[src/rms_power_fault_monitor_defines.svh]
// Assertion macros shared by the monitor RTL.
`ifndef RMS_POWER_FAULT_MONITOR_DEFINES_SVH
`define RMS_POWER_FAULT_MONITOR_DEFINES_SVH

// Clocked assertion with asynchronous reset disable.
`define RPFM_ASSERT(label, clk, rst_n, prop, msg) \
	label: assert property (@(posedge clk) disable iff (!rst_n) prop) else $error(msg);

// Condition that must never be seen at a clock edge.
`define RPFM_ASSERT_NEVER(label, clk, rst_n, cond, msg) \
	`RPFM_ASSERT(label, clk, rst_n, !(cond), msg)

`endif

[src/rpfm_pkg.sv]
package rpfm_pkg;

	localparam int SPW       = 1000;
	localparam int CNT_W     = $clog2(SPW + 1);
	localparam int DIFF_W    = 12;
	localparam int SQ_W      = 2 * DIFF_W;
	localparam int SUM_W     = 36;
	localparam int ROOT_W    = SUM_W / 2;
	localparam int DREM_W    = $clog2(SPW + 1);
	localparam int DCNT_W    = $clog2(SUM_W);
	localparam int SREM_W    = ROOT_W + 2;
	localparam int SCNT_W    = $clog2(ROOT_W);
	localparam int CUR_W     = 12;
	localparam int VOLT_W    = 8;
	localparam int PWR_W     = 20;
	localparam int BAND_W    = 14;
	localparam int LIM_W     = 21;
	localparam int CW_PER_W  = 100;
	localparam int CNTB_W    = 8;
	localparam int SEC_W     = 16;
	localparam int CFG_IDX_W = 3;
	localparam int CFG_DAT_W = 16;

	localparam logic [CFG_IDX_W-1:0] REG_OFFSET    = 3'd0;
	localparam logic [CFG_IDX_W-1:0] REG_GATE      = 3'd1;
	localparam logic [CFG_IDX_W-1:0] REG_VOLTS     = 3'd2;
	localparam logic [CFG_IDX_W-1:0] REG_BAND_LOW  = 3'd3;
	localparam logic [CFG_IDX_W-1:0] REG_BAND_HIGH = 3'd4;
	localparam logic [CFG_IDX_W-1:0] REG_TRIP      = 3'd5;
	localparam logic [CFG_IDX_W-1:0] REG_BACKOFF   = 3'd6;

	localparam logic KIND_SAMPLE = 1'b0;
	localparam logic KIND_TICK   = 1'b1;

	typedef struct packed {
		logic start;
		logic done;
	} unit_hs_t;

endpackage

[src/rpfm_sqacc.sv]
module rpfm_sqacc (
	input  logic                           clk,
	input  logic                           arst_n,
	input  logic                           start,
	input  logic                           clear,
	input  logic [rpfm_pkg::DIFF_W-1:0]    diff,
	output logic [rpfm_pkg::SUM_W-1:0]     sum,
	output logic                           done
);

	logic                          busy_q;
	logic                          done_q;
	logic [rpfm_pkg::DIFF_W-1:0]   mplier_q;
	logic [rpfm_pkg::SQ_W-1:0]     mcand_q;
	logic [rpfm_pkg::SUM_W-1:0]    sum_q;
	logic                          last;

	assign last = (mplier_q[rpfm_pkg::DIFF_W-1:1] == '0);

	always_ff @(posedge clk or negedge arst_n) begin
		if (!arst_n) begin
			busy_q <= 1'b0;
			done_q <= 1'b0;
			sum_q  <= '0;
		end else begin
			done_q <= busy_q && !clear && last;
			if (clear) begin
				sum_q <= '0;
			end else if (busy_q) begin
				// add one partial product per cycle, lsb of the multiplier first
				if (mplier_q[0])
					sum_q <= sum_q + rpfm_pkg::SUM_W'(mcand_q);
			end
			if (start)
				busy_q <= 1'b1;
			else if (busy_q && !clear && last)
				busy_q <= 1'b0;
		end
	end

	always_ff @(posedge clk) begin
		if (start) begin
			mplier_q <= diff;
			mcand_q  <= rpfm_pkg::SQ_W'(diff);
		end else if (busy_q) begin
			mplier_q <= mplier_q >> 1;
			mcand_q  <= mcand_q << 1;
		end
	end

	assign sum  = sum_q;
	assign done = done_q;

endmodule

[src/rpfm_div.sv]
module rpfm_div (
	input  logic                        clk,
	input  logic                        arst_n,
	input  logic                        start,
	input  logic [rpfm_pkg::SUM_W-1:0]  dividend,
	output logic [rpfm_pkg::SUM_W-1:0]  quotient,
	output logic                        done
);

	localparam logic [rpfm_pkg::DREM_W:0]   DIVISOR = (rpfm_pkg::DREM_W + 1)'(rpfm_pkg::SPW);
	localparam logic [rpfm_pkg::DCNT_W-1:0] LAST    = rpfm_pkg::DCNT_W'(rpfm_pkg::SUM_W - 1);

	logic                         busy_q;
	logic                         done_q;
	logic [rpfm_pkg::DCNT_W-1:0]  cnt_q;
	logic [rpfm_pkg::SUM_W-1:0]   dq_q;
	logic [rpfm_pkg::DREM_W-1:0]  rem_q;
	logic [rpfm_pkg::DREM_W:0]    rem_sh;
	logic                         ge;

	assign rem_sh = {rem_q, dq_q[rpfm_pkg::SUM_W-1]};
	assign ge     = (rem_sh >= DIVISOR);

	always_ff @(posedge clk or negedge arst_n) begin
		if (!arst_n) begin
			busy_q <= 1'b0;
			done_q <= 1'b0;
			cnt_q  <= '0;
		end else begin
			done_q <= !start && busy_q && (cnt_q == LAST);
			if (start) begin
				busy_q <= 1'b1;
				cnt_q  <= '0;
			end else if (busy_q) begin
				cnt_q <= cnt_q + 1'b1;
				if (cnt_q == LAST)
					busy_q <= 1'b0;
			end
		end
	end

	// restoring division: dividend bits leave at the top, quotient bits enter at the bottom
	always_ff @(posedge clk) begin
		if (start) begin
			dq_q  <= dividend;
			rem_q <= '0;
		end else if (busy_q) begin
			dq_q  <= {dq_q[rpfm_pkg::SUM_W-2:0], ge};
			rem_q <= ge ? rpfm_pkg::DREM_W'(rem_sh - DIVISOR) : rpfm_pkg::DREM_W'(rem_sh);
		end
	end

	assign quotient = dq_q;
	assign done     = done_q;

endmodule

[src/rpfm_isqrt.sv]
module rpfm_isqrt (
	input  logic                         clk,
	input  logic                         arst_n,
	input  logic                         start,
	input  logic [rpfm_pkg::SUM_W-1:0]   radicand,
	output logic [rpfm_pkg::ROOT_W-1:0]  root,
	output logic                         done
);

	localparam logic [rpfm_pkg::SCNT_W-1:0] LAST = rpfm_pkg::SCNT_W'(rpfm_pkg::ROOT_W - 1);

	logic                          busy_q;
	logic                          done_q;
	logic [rpfm_pkg::SCNT_W-1:0]   cnt_q;
	logic [rpfm_pkg::SUM_W-1:0]    rad_q;
	logic [rpfm_pkg::SREM_W-1:0]   rem_q;
	logic [rpfm_pkg::ROOT_W-1:0]   root_q;
	logic [rpfm_pkg::SREM_W+1:0]   rem_sh;
	logic [rpfm_pkg::SREM_W+1:0]   trial;
	logic                          ge;

	assign rem_sh = {rem_q, rad_q[rpfm_pkg::SUM_W-1 -: 2]};
	assign trial  = (rpfm_pkg::SREM_W + 2)'({root_q, 2'b01});
	assign ge     = (rem_sh >= trial);

	always_ff @(posedge clk or negedge arst_n) begin
		if (!arst_n) begin
			busy_q <= 1'b0;
			done_q <= 1'b0;
			cnt_q  <= '0;
		end else begin
			done_q <= !start && busy_q && (cnt_q == LAST);
			if (start) begin
				busy_q <= 1'b1;
				cnt_q  <= '0;
			end else if (busy_q) begin
				cnt_q <= cnt_q + 1'b1;
				if (cnt_q == LAST)
					busy_q <= 1'b0;
			end
		end
	end

	// one root bit per cycle from two radicand bits
	always_ff @(posedge clk) begin
		if (start) begin
			rad_q  <= radicand;
			rem_q  <= '0;
			root_q <= '0;
		end else if (busy_q) begin
			rad_q  <= rad_q << 2;
			rem_q  <= ge ? rpfm_pkg::SREM_W'(rem_sh - trial) : rpfm_pkg::SREM_W'(rem_sh);
			root_q <= {root_q[rpfm_pkg::ROOT_W-2:0], ge};
		end
	end

	assign root = root_q;
	assign done = done_q;

endmodule

[src/rms_power_fault_monitor.sv]
// RMS current meter with pump fault monitor.
// Input channel (in_valid/in_stall): kind 0 carries a converter sample in
// sample_mv, kind 1 is a one-second tick. A tick is taken without stalling.
// A sample is squared bit-serially, one multiplier bit per cycle, so it holds
// in_stall while it is squared. The last sample of a 1000-sample window then
// runs a serial divide by the window length, a serial square root and a
// serial volts-times-current product, with in_stall high from acceptance to
// out_valid. Output channel (out_valid/out_stall): one transaction per
// window, held in an output register. While it waits, ticks and samples are
// still taken; only the next window result waits in its final cycle until the
// register frees. Configuration: cfg_wr_en writes cfg_data to register
// cfg_index. The user writes only while idle; the block does not enforce it.
// Reset clears the window sum, sample count, bad-window count and timer and
// loads the register defaults; no result is pending after reset.
`include "rms_power_fault_monitor_defines.svh"

module rms_power_fault_monitor (
	input  logic                              clk,
	input  logic                              arst_n,
	input  logic                              cfg_wr_en,
	input  logic [rpfm_pkg::CFG_IDX_W-1:0]    cfg_index,
	input  logic [rpfm_pkg::CFG_DAT_W-1:0]    cfg_data,
	input  logic                              in_valid,
	output logic                              in_stall,
	input  logic                              kind,
	input  logic [11:0]                       sample_mv,
	output logic                              out_valid,
	input  logic                              out_stall,
	output logic [11:0]                       current_ca,
	output logic [19:0]                       power_cw,
	output logic                              pump_ok,
	output logic [7:0]                        bad_count,
	output logic                              backoff_active,
	output logic [15:0]                       backoff_left_s,
	output logic                              pump_trip
);

	localparam logic [2:0] S_IDLE = 3'd0;
	localparam logic [2:0] S_SQ   = 3'd1;
	localparam logic [2:0] S_DIV  = 3'd2;
	localparam logic [2:0] S_SQRT = 3'd3;
	localparam logic [2:0] S_MUL  = 3'd4;
	localparam logic [2:0] S_FIN  = 3'd5;

	localparam logic [rpfm_pkg::CNT_W-1:0]  SEEN_LAST = rpfm_pkg::CNT_W'(rpfm_pkg::SPW - 1);
	localparam logic [rpfm_pkg::CNT_W-1:0]  SEEN_MAX  = rpfm_pkg::CNT_W'(rpfm_pkg::SPW);
	localparam logic [rpfm_pkg::LIM_W-1:0]  CW_SCALE  = rpfm_pkg::LIM_W'(rpfm_pkg::CW_PER_W);
	localparam logic [rpfm_pkg::CNTB_W-1:0] CNT_SAT   = '1;

	logic [2:0]                      state_q;

	logic [rpfm_pkg::DIFF_W-1:0]     offset_q;
	logic [rpfm_pkg::CUR_W-1:0]      gate_q;
	logic [rpfm_pkg::VOLT_W-1:0]     volts_q;
	logic [rpfm_pkg::BAND_W-1:0]     band_low_q;
	logic [rpfm_pkg::BAND_W-1:0]     band_high_q;
	logic [rpfm_pkg::CNTB_W-1:0]     trip_limit_q;
	logic [rpfm_pkg::SEC_W-1:0]      backoff_q;

	logic [rpfm_pkg::CNT_W-1:0]      seen_q;
	logic                            win_end_q;
	logic [rpfm_pkg::CNTB_W-1:0]     bad_windows_q;
	logic                            timer_running_q;
	logic [rpfm_pkg::SEC_W-1:0]      timer_left_q;

	logic [rpfm_pkg::CUR_W-1:0]      cur_q;
	logic [rpfm_pkg::VOLT_W-1:0]     mplier_q;
	logic [rpfm_pkg::PWR_W-1:0]      mcand_q;
	logic [rpfm_pkg::PWR_W-1:0]      pwr_q;

	logic                            out_valid_q;
	logic [rpfm_pkg::CUR_W-1:0]      current_ca_q;
	logic [rpfm_pkg::PWR_W-1:0]      power_cw_q;
	logic                            pump_ok_q;
	logic [rpfm_pkg::CNTB_W-1:0]     bad_count_q;
	logic                            backoff_active_q;
	logic [rpfm_pkg::SEC_W-1:0]      backoff_left_q;
	logic                            pump_trip_q;

	rpfm_pkg::unit_hs_t              sq_hs;
	rpfm_pkg::unit_hs_t              div_hs;
	rpfm_pkg::unit_hs_t              sqrt_hs;
	logic                            sq_clear;
	logic [rpfm_pkg::DIFF_W-1:0]     diff;
	logic [rpfm_pkg::SUM_W-1:0]      sum;
	logic [rpfm_pkg::SUM_W-1:0]      quotient;
	logic [rpfm_pkg::ROOT_W-1:0]     root;

	logic                            in_acc;
	logic                            out_free;
	logic [rpfm_pkg::LIM_W-1:0]      lim_low;
	logic [rpfm_pkg::LIM_W-1:0]      lim_high;
	logic [rpfm_pkg::LIM_W-1:0]      pwr_ext;
	logic                            bad;
	logic [rpfm_pkg::CNTB_W-1:0]     bad_next;
	logic                            trip;
	logic                            start_timer;

	assign in_stall = (state_q != S_IDLE);
	assign in_acc   = in_valid && !in_stall;
	assign out_free = !out_valid_q || !out_stall;

	assign diff = (sample_mv >= offset_q) ? (sample_mv - offset_q) : (offset_q - sample_mv);

	assign sq_hs.start   = in_acc && (kind == rpfm_pkg::KIND_SAMPLE);
	assign div_hs.start  = (state_q == S_SQ) && sq_hs.done && win_end_q;
	assign sq_clear      = div_hs.start;
	assign sqrt_hs.start = (state_q == S_DIV) && div_hs.done;

	rpfm_sqacc u_sqacc (
		.clk    (clk),
		.arst_n (arst_n),
		.start  (sq_hs.start),
		.clear  (sq_clear),
		.diff   (diff),
		.sum    (sum),
		.done   (sq_hs.done)
	);

	rpfm_div u_div (
		.clk      (clk),
		.arst_n   (arst_n),
		.start    (div_hs.start),
		.dividend (sum),
		.quotient (quotient),
		.done     (div_hs.done)
	);

	rpfm_isqrt u_isqrt (
		.clk      (clk),
		.arst_n   (arst_n),
		.start    (sqrt_hs.start),
		.radicand (quotient),
		.root     (root),
		.done     (sqrt_hs.done)
	);

	// fault decision on the finished window
	assign lim_low     = rpfm_pkg::LIM_W'(band_low_q) * CW_SCALE;
	assign lim_high    = rpfm_pkg::LIM_W'(band_high_q) * CW_SCALE;
	assign pwr_ext     = rpfm_pkg::LIM_W'(pwr_q);
	assign bad         = (pwr_ext >= lim_low) && (pwr_ext <= lim_high);
	assign bad_next    = !bad ? '0 :
	                     (bad_windows_q == CNT_SAT) ? CNT_SAT : bad_windows_q + 1'b1;
	assign trip        = bad && (bad_next >= trip_limit_q);
	assign start_timer = trip && !timer_running_q;

	always_ff @(posedge clk or negedge arst_n) begin
		if (!arst_n) begin
			offset_q     <= rpfm_pkg::DIFF_W'(1644);
			gate_q       <= rpfm_pkg::CUR_W'(50);
			volts_q      <= rpfm_pkg::VOLT_W'(120);
			band_low_q   <= rpfm_pkg::BAND_W'(1000);
			band_high_q  <= rpfm_pkg::BAND_W'(1500);
			trip_limit_q <= rpfm_pkg::CNTB_W'(3);
			backoff_q    <= rpfm_pkg::SEC_W'(7200);
		end else if (cfg_wr_en) begin
			unique case (cfg_index)
				rpfm_pkg::REG_OFFSET:    offset_q     <= cfg_data[rpfm_pkg::DIFF_W-1:0];
				rpfm_pkg::REG_GATE:      gate_q       <= cfg_data[rpfm_pkg::CUR_W-1:0];
				rpfm_pkg::REG_VOLTS:     volts_q      <= cfg_data[rpfm_pkg::VOLT_W-1:0];
				rpfm_pkg::REG_BAND_LOW:  band_low_q   <= cfg_data[rpfm_pkg::BAND_W-1:0];
				rpfm_pkg::REG_BAND_HIGH: band_high_q  <= cfg_data[rpfm_pkg::BAND_W-1:0];
				rpfm_pkg::REG_TRIP:      trip_limit_q <= cfg_data[rpfm_pkg::CNTB_W-1:0];
				rpfm_pkg::REG_BACKOFF:   backoff_q    <= cfg_data[rpfm_pkg::SEC_W-1:0];
				default: ;
			endcase
		end
	end

	always_ff @(posedge clk or negedge arst_n) begin
		if (!arst_n) begin
			state_q         <= S_IDLE;
			seen_q          <= '0;
			win_end_q       <= 1'b0;
			bad_windows_q   <= '0;
			timer_running_q <= 1'b0;
			timer_left_q    <= '0;
			out_valid_q     <= 1'b0;
		end else begin
			if (state_q == S_FIN && out_free)
				out_valid_q <= 1'b1;
			else if (out_valid_q && !out_stall)
				out_valid_q <= 1'b0;
			unique case (state_q)
				S_IDLE: begin
					if (in_acc) begin
						if (kind == rpfm_pkg::KIND_TICK) begin
							if (timer_running_q) begin
								if (timer_left_q <= rpfm_pkg::SEC_W'(1)) begin
									timer_left_q    <= '0;
									timer_running_q <= 1'b0;
								end else begin
									timer_left_q <= timer_left_q - 1'b1;
								end
							end
						end else begin
							win_end_q <= (seen_q == SEEN_LAST);
							seen_q    <= (seen_q == SEEN_LAST) ? '0 : seen_q + 1'b1;
							state_q   <= S_SQ;
						end
					end
				end
				S_SQ: begin
					if (sq_hs.done)
						state_q <= win_end_q ? S_DIV : S_IDLE;
				end
				S_DIV: begin
					if (div_hs.done)
						state_q <= S_SQRT;
				end
				S_SQRT: begin
					if (sqrt_hs.done)
						state_q <= S_MUL;
				end
				S_MUL: begin
					if (mplier_q[rpfm_pkg::VOLT_W-1:1] == '0)
						state_q <= S_FIN;
				end
				S_FIN: begin
					// hold until the output register is free
					if (out_free) begin
						bad_windows_q <= bad_next;
						if (start_timer) begin
							timer_running_q <= 1'b1;
							timer_left_q    <= backoff_q;
						end
						state_q <= S_IDLE;
					end
				end
				default: state_q <= S_IDLE;
			endcase
		end
	end

	// serial product volts x current, one volts bit per cycle
	always_ff @(posedge clk) begin
		if (sqrt_hs.done && state_q == S_SQRT) begin
			cur_q    <= (root < rpfm_pkg::ROOT_W'(gate_q)) ? '0 : root[rpfm_pkg::CUR_W-1:0];
			mplier_q <= volts_q;
			mcand_q  <= (root < rpfm_pkg::ROOT_W'(gate_q)) ? '0 :
			            rpfm_pkg::PWR_W'(root[rpfm_pkg::CUR_W-1:0]);
			pwr_q    <= '0;
		end else if (state_q == S_MUL) begin
			if (mplier_q[0])
				pwr_q <= pwr_q + mcand_q;
			mplier_q <= mplier_q >> 1;
			mcand_q  <= mcand_q << 1;
		end
	end

	always_ff @(posedge clk) begin
		if (state_q == S_FIN && out_free) begin
			current_ca_q     <= cur_q;
			power_cw_q       <= pwr_q;
			pump_ok_q        <= !bad;
			bad_count_q      <= bad_next;
			backoff_active_q <= timer_running_q || start_timer;
			backoff_left_q   <= timer_left_q;
			pump_trip_q      <= trip;
		end
	end

	assign out_valid      = out_valid_q;
	assign current_ca     = current_ca_q;
	assign power_cw       = power_cw_q;
	assign pump_ok        = pump_ok_q;
	assign bad_count      = bad_count_q;
	assign backoff_active = backoff_active_q;
	assign backoff_left_s = backoff_left_q;
	assign pump_trip      = pump_trip_q;

	`RPFM_ASSERT(a_idle_timer_zero, clk, arst_n, !timer_running_q |-> (timer_left_q == '0), "idle timer holds a nonzero count")
	`RPFM_ASSERT_NEVER(a_seen_range, clk, arst_n, seen_q >= SEEN_MAX, "sample count ran past the window length")
	`RPFM_ASSERT(a_trip_is_bad, clk, arst_n, (out_valid_q && pump_trip_q) |-> (!pump_ok_q && backoff_active_q), "trip reported without a bad window or running timer")
	`RPFM_ASSERT(a_stall_busy, clk, arst_n, (in_acc && kind == rpfm_pkg::KIND_SAMPLE) |=> in_stall, "sample accepted without starting the squarer")

endmodule

[config.mk]
export PLATFORM = sky130hd
export DESIGN_NAME = rms_power_fault_monitor
export DESIGN_NICKNAME = d
export VERILOG_FILES = /design/src/rpfm_pkg.sv /design/src/rpfm_sqacc.sv /design/src/rpfm_div.sv /design/src/rpfm_isqrt.sv /design/src/rms_power_fault_monitor.sv
export VERILOG_INCLUDE_DIRS = /design/src /design/src/src
export SDC_FILE = /design/constraint.sdc
export NUM_CORES = 1
export LEC_CHECK = 0
export BUFFER_PORTS_ARGS = -buffer_cell sky130_fd_sc_hd__buf_2
export CAP_MARGIN = 30
export CELL_PAD_IN_SITES_DETAIL_PLACEMENT = 0
export CELL_PAD_IN_SITES_GLOBAL_PLACEMENT = 1
export CORE_ASPECT_RATIO = 1.5
export CORE_MARGIN = 1
export CORE_UTILIZATION = 56
export CTS_BUF_LIST = sky130_fd_sc_hd__clkbuf_4 sky130_fd_sc_hd__clkbuf_8
export DETAILED_ROUTE_END_ITERATION = 16
export GPL_ROUTABILITY_DRIVEN = 0
export MAX_ROUTING_LAYER = met4
export PLACE_DENSITY = 0.92
export SETUP_SLACK_MARGIN = 0.02
export SLEW_MARGIN = 0
export SYNTH_ARGS = -nofsm -noshare
export SYNTH_HDL_FRONTEND = slang
export SYNTH_SLANG_ARGS = --single-unit
[constraint.sdc]
create_clock -name clk -period 14.6 [get_ports clk]
set_clock_uncertainty 0.2 [all_clocks]
set_input_delay 0 -clock clk [delete_from_list [all_inputs] [get_ports clk]]
set_output_delay 0 -clock clk [all_outputs]
set_load 0.005 [all_outputs]
==> metrics.yaml <==
async_flop_share_pct: 39.2
hpwl_mm: 43.2
whs_ps: 39.5
core_area_um2: 46000
vias: 19700
max_freq_mhz: 122
crit_family: "compound AO/OA/AOI/OAI gates"
syn-mean-instance-area_um2: 10.2
dpl-instance-area_um2: 27300
syn_inst: 2583
dr.pass1.iters: 8
clk_path_buf_depth: 3
cp_slowest_cell: "o21ai_1"
start_kind: "flip-flop"
p_clk_share_pct: 24.6
nets: 3023
cts_tree: "yes"
ys_seq_elements: 452
ys.flop_type: "edfxtp_1"
num_rows: 96
synth-seq-area-share_pct: 45.4
synth_common_cells: "nand2_1, ha_1, edfxtp_1"
slew_viol_final: 0
finalCritPeriodShare_pct: 56.3
combPwrFrac_pct: 39.7
cp_common_cell: "a21oi_1"
htreeDepth: 3
clk_pin_slew_ps: 70
p_int_w: 0.00288
hold_viol: 0
synth_area_um2: 26200
min_from: "sample_mv[7]"
start_util_pct: 57.0
setup_viol: 0
critical_path_class: "reg2reg"
yosys.area.top_type: "edfxtp_1"
swShare_pct: 36.5
synth.top_cell.area_share_pct: 22.3
postCtsResizedCells: 0
syn2layout_area_growth_pct: 11.5
holdPathEnd: "u_sqacc.mplier_q[7]"
viasPerCell: 5.86
rr_endpoint: "timer_left_q[4]"
grt_pass1_wl_mm: 99.9
root_buffer: "clkbuf_8"
antenna_found_initial: 2
power.switching_w: 0.00165
p_leak_nw: 12.4
seqPwrFrac_pct: 35.7
first_global_vias: 20300
tns_ps: 0
cts_sinks: 452
drt_iter0_drc: 1093
slowest_delay_ps: 660
die_x_um: 179
ios: 98
wl_per_cell_um: 18.1
worst_r2r_path_depth: 29
yosysWarnings: 0
cap_violations: 0
r2r-start: "band_high_q[3]"
min_period_ps: 8220
synth_most_common_cell: "nand2_1"
crit_path_max_fanout: 14
grt_max_degree: 91
synth.distinct_cells: 83
grt_overflow_total: 0
drive_gt1_share_pct: 15.2
synth-edff-count: 195
total_power_w: 0.00454
hold_path.class: "in2reg"
io_buffers: 97
crit_required_ps: 14930
track_usage_pct: 27.1
peakVddDrop_mv: 0.142
numCtsBuffers: 69
synth_nets: 2883
fin_area_um2: 29300
pwr_density_cell_nw_per_um2: 155
slew_headroom_pct: 36.2
critPathCaptureType: "flip-flop"
hold_depth: 6
cp.arrival_ps: 8550
rsz0062_at_grt: "false"
yosys-top-cells-area: "edfxtp_1, dfrtp_1, ha_1"
antenna_left: 0
clkLatencyLatePin_ps: 630
tightest_slew_ps: 952
die_h_um: 267
postCtsSetupBuffers: 0
drc: 0
r2r_slack_ps: 6380
outcome: "finished clean"
die_area_um2: 47800
cp_num_buf_inv: 0
wl_mm: 60.9
==> kinds of logic (layout without fill, tap and decap cells) <==
kind of cell / count (synthesis) / count (layout) / synth area share [%]
XOR/XNOR: 107 / 107 / 3.57
AND/OR/NAND/NOR: 784 / 784 / 14.1
multiplexers: 162 / 162 / 6.69
buffers and inverters: 266 / 463 / 3.90
adder cells (fa/ha/maj): 263 / 263 / 13.2
other: 0 / 2 / 0
AO/OA/AOI/OAI: 549 / 549 / 13.1
flip-flops: 452 / 452 / 45.4
==> stage by stage <==
stage / utilization [%] / worst slack, ps / instances
floorplan: - / 7720 / 2583
global placement: 59.3 / 6810 / 3196
detailed placement: 59.4 / 6570 / 3197
CTS: 63.5 / 6550 / 3367
global route: 63.6 / 6080 / 3370
finish: 63.6 / 6380 / 3370
==> power groups by stage <==
stage	clock network (W)	registers, W	logic (W)
final	0.00111	0.00162	0.00180
after global routing	0.00120	0.00163	0.00203
after CTS	0.00114	0.00162	0.00178
after detailed placement	0	0.00164	0.00175
after global placement	0	0.00164	0.00168
after floorplan	0	0.00159	0.00137
==> cell type report <==
class	instances	area, um^2
fill	3725	16700
timing repair buffer	166	1160
inverter	169	634
tap	588	736
multi-input combinational	1865	13300
sequential	452	11900
clock buffer	105	1310
antenna	2	5.00
clock inverter	23	173
==> tightest hold or removal path: cells and delay by family <==
family,cells,cell delay (ps)
xor gates and xnor gates,1,100
buffers and inverters,2,170
adders and majority gates,1,240
AOI/OAI and AO/OA,1,140
and+or+nand+nor,1,100
==> metal layers <==
layer,up-vias,global-route usage [%],share of wire [%]
li1,9545,-,-
met1,9471,29.1,39
met2,516,46.9,51
met3,206,4.43,4.4
met4,0,15.5,5.7
met5,-,-,0
==> sequential cells by signal, indices dropped and copies added (netlist names), 14 cells and up <==
name and count:
backoff_left_s 16, backoff_q 16, band_high_q 14, band_low_q 14
mcand_q 20, power_cw 20, pwr_q 20, timer_left_q 16
u_div.quotient 36, u_isqrt.rad_q 36, u_isqrt.rem_q 20, u_isqrt.root 18
u_sqacc.mcand_q 24, u_sqacc.sum 36
==> worst max-delay path by stage <==
stage                   startpoint  depth (start not counted)  slack (ps)          endpoint
floorplan           band_high_q[3]                         30        7720  timer_left_q[12]
global placement    band_high_q[3]                         30        6810  timer_left_q[12]
detailed placement  band_high_q[3]                         29        6570  timer_left_q[12]
CTS                 band_high_q[3]                         29        6550  timer_left_q[12]
global route        band_high_q[3]                         30        6080   timer_left_q[6]
finish              band_high_q[3]                         29        6380   timer_left_q[4]
==> layout by cell type, fill, tap and decap left out, types with 83 or more instances in the layout <==
cell type	netlist	layout
o21ai_0	125	125
buf_2	6	96
ha_1	241	241
nand2_1	294	294
clkbuf_8	0	83
a21oi_1	172	172
inv_1	168	167
edfxtp_1	195	195
dfrtp_1	145	144
mux2_2	105	105
nor2_1	170	170
==> repair_timing <==
item,in CTS,in global routing
endpoints found under the setup margin,0,0
hold endpoints to repair,293,0
hold buffers,42,0
Note: power is estimated with default switching activity, not from simulation.
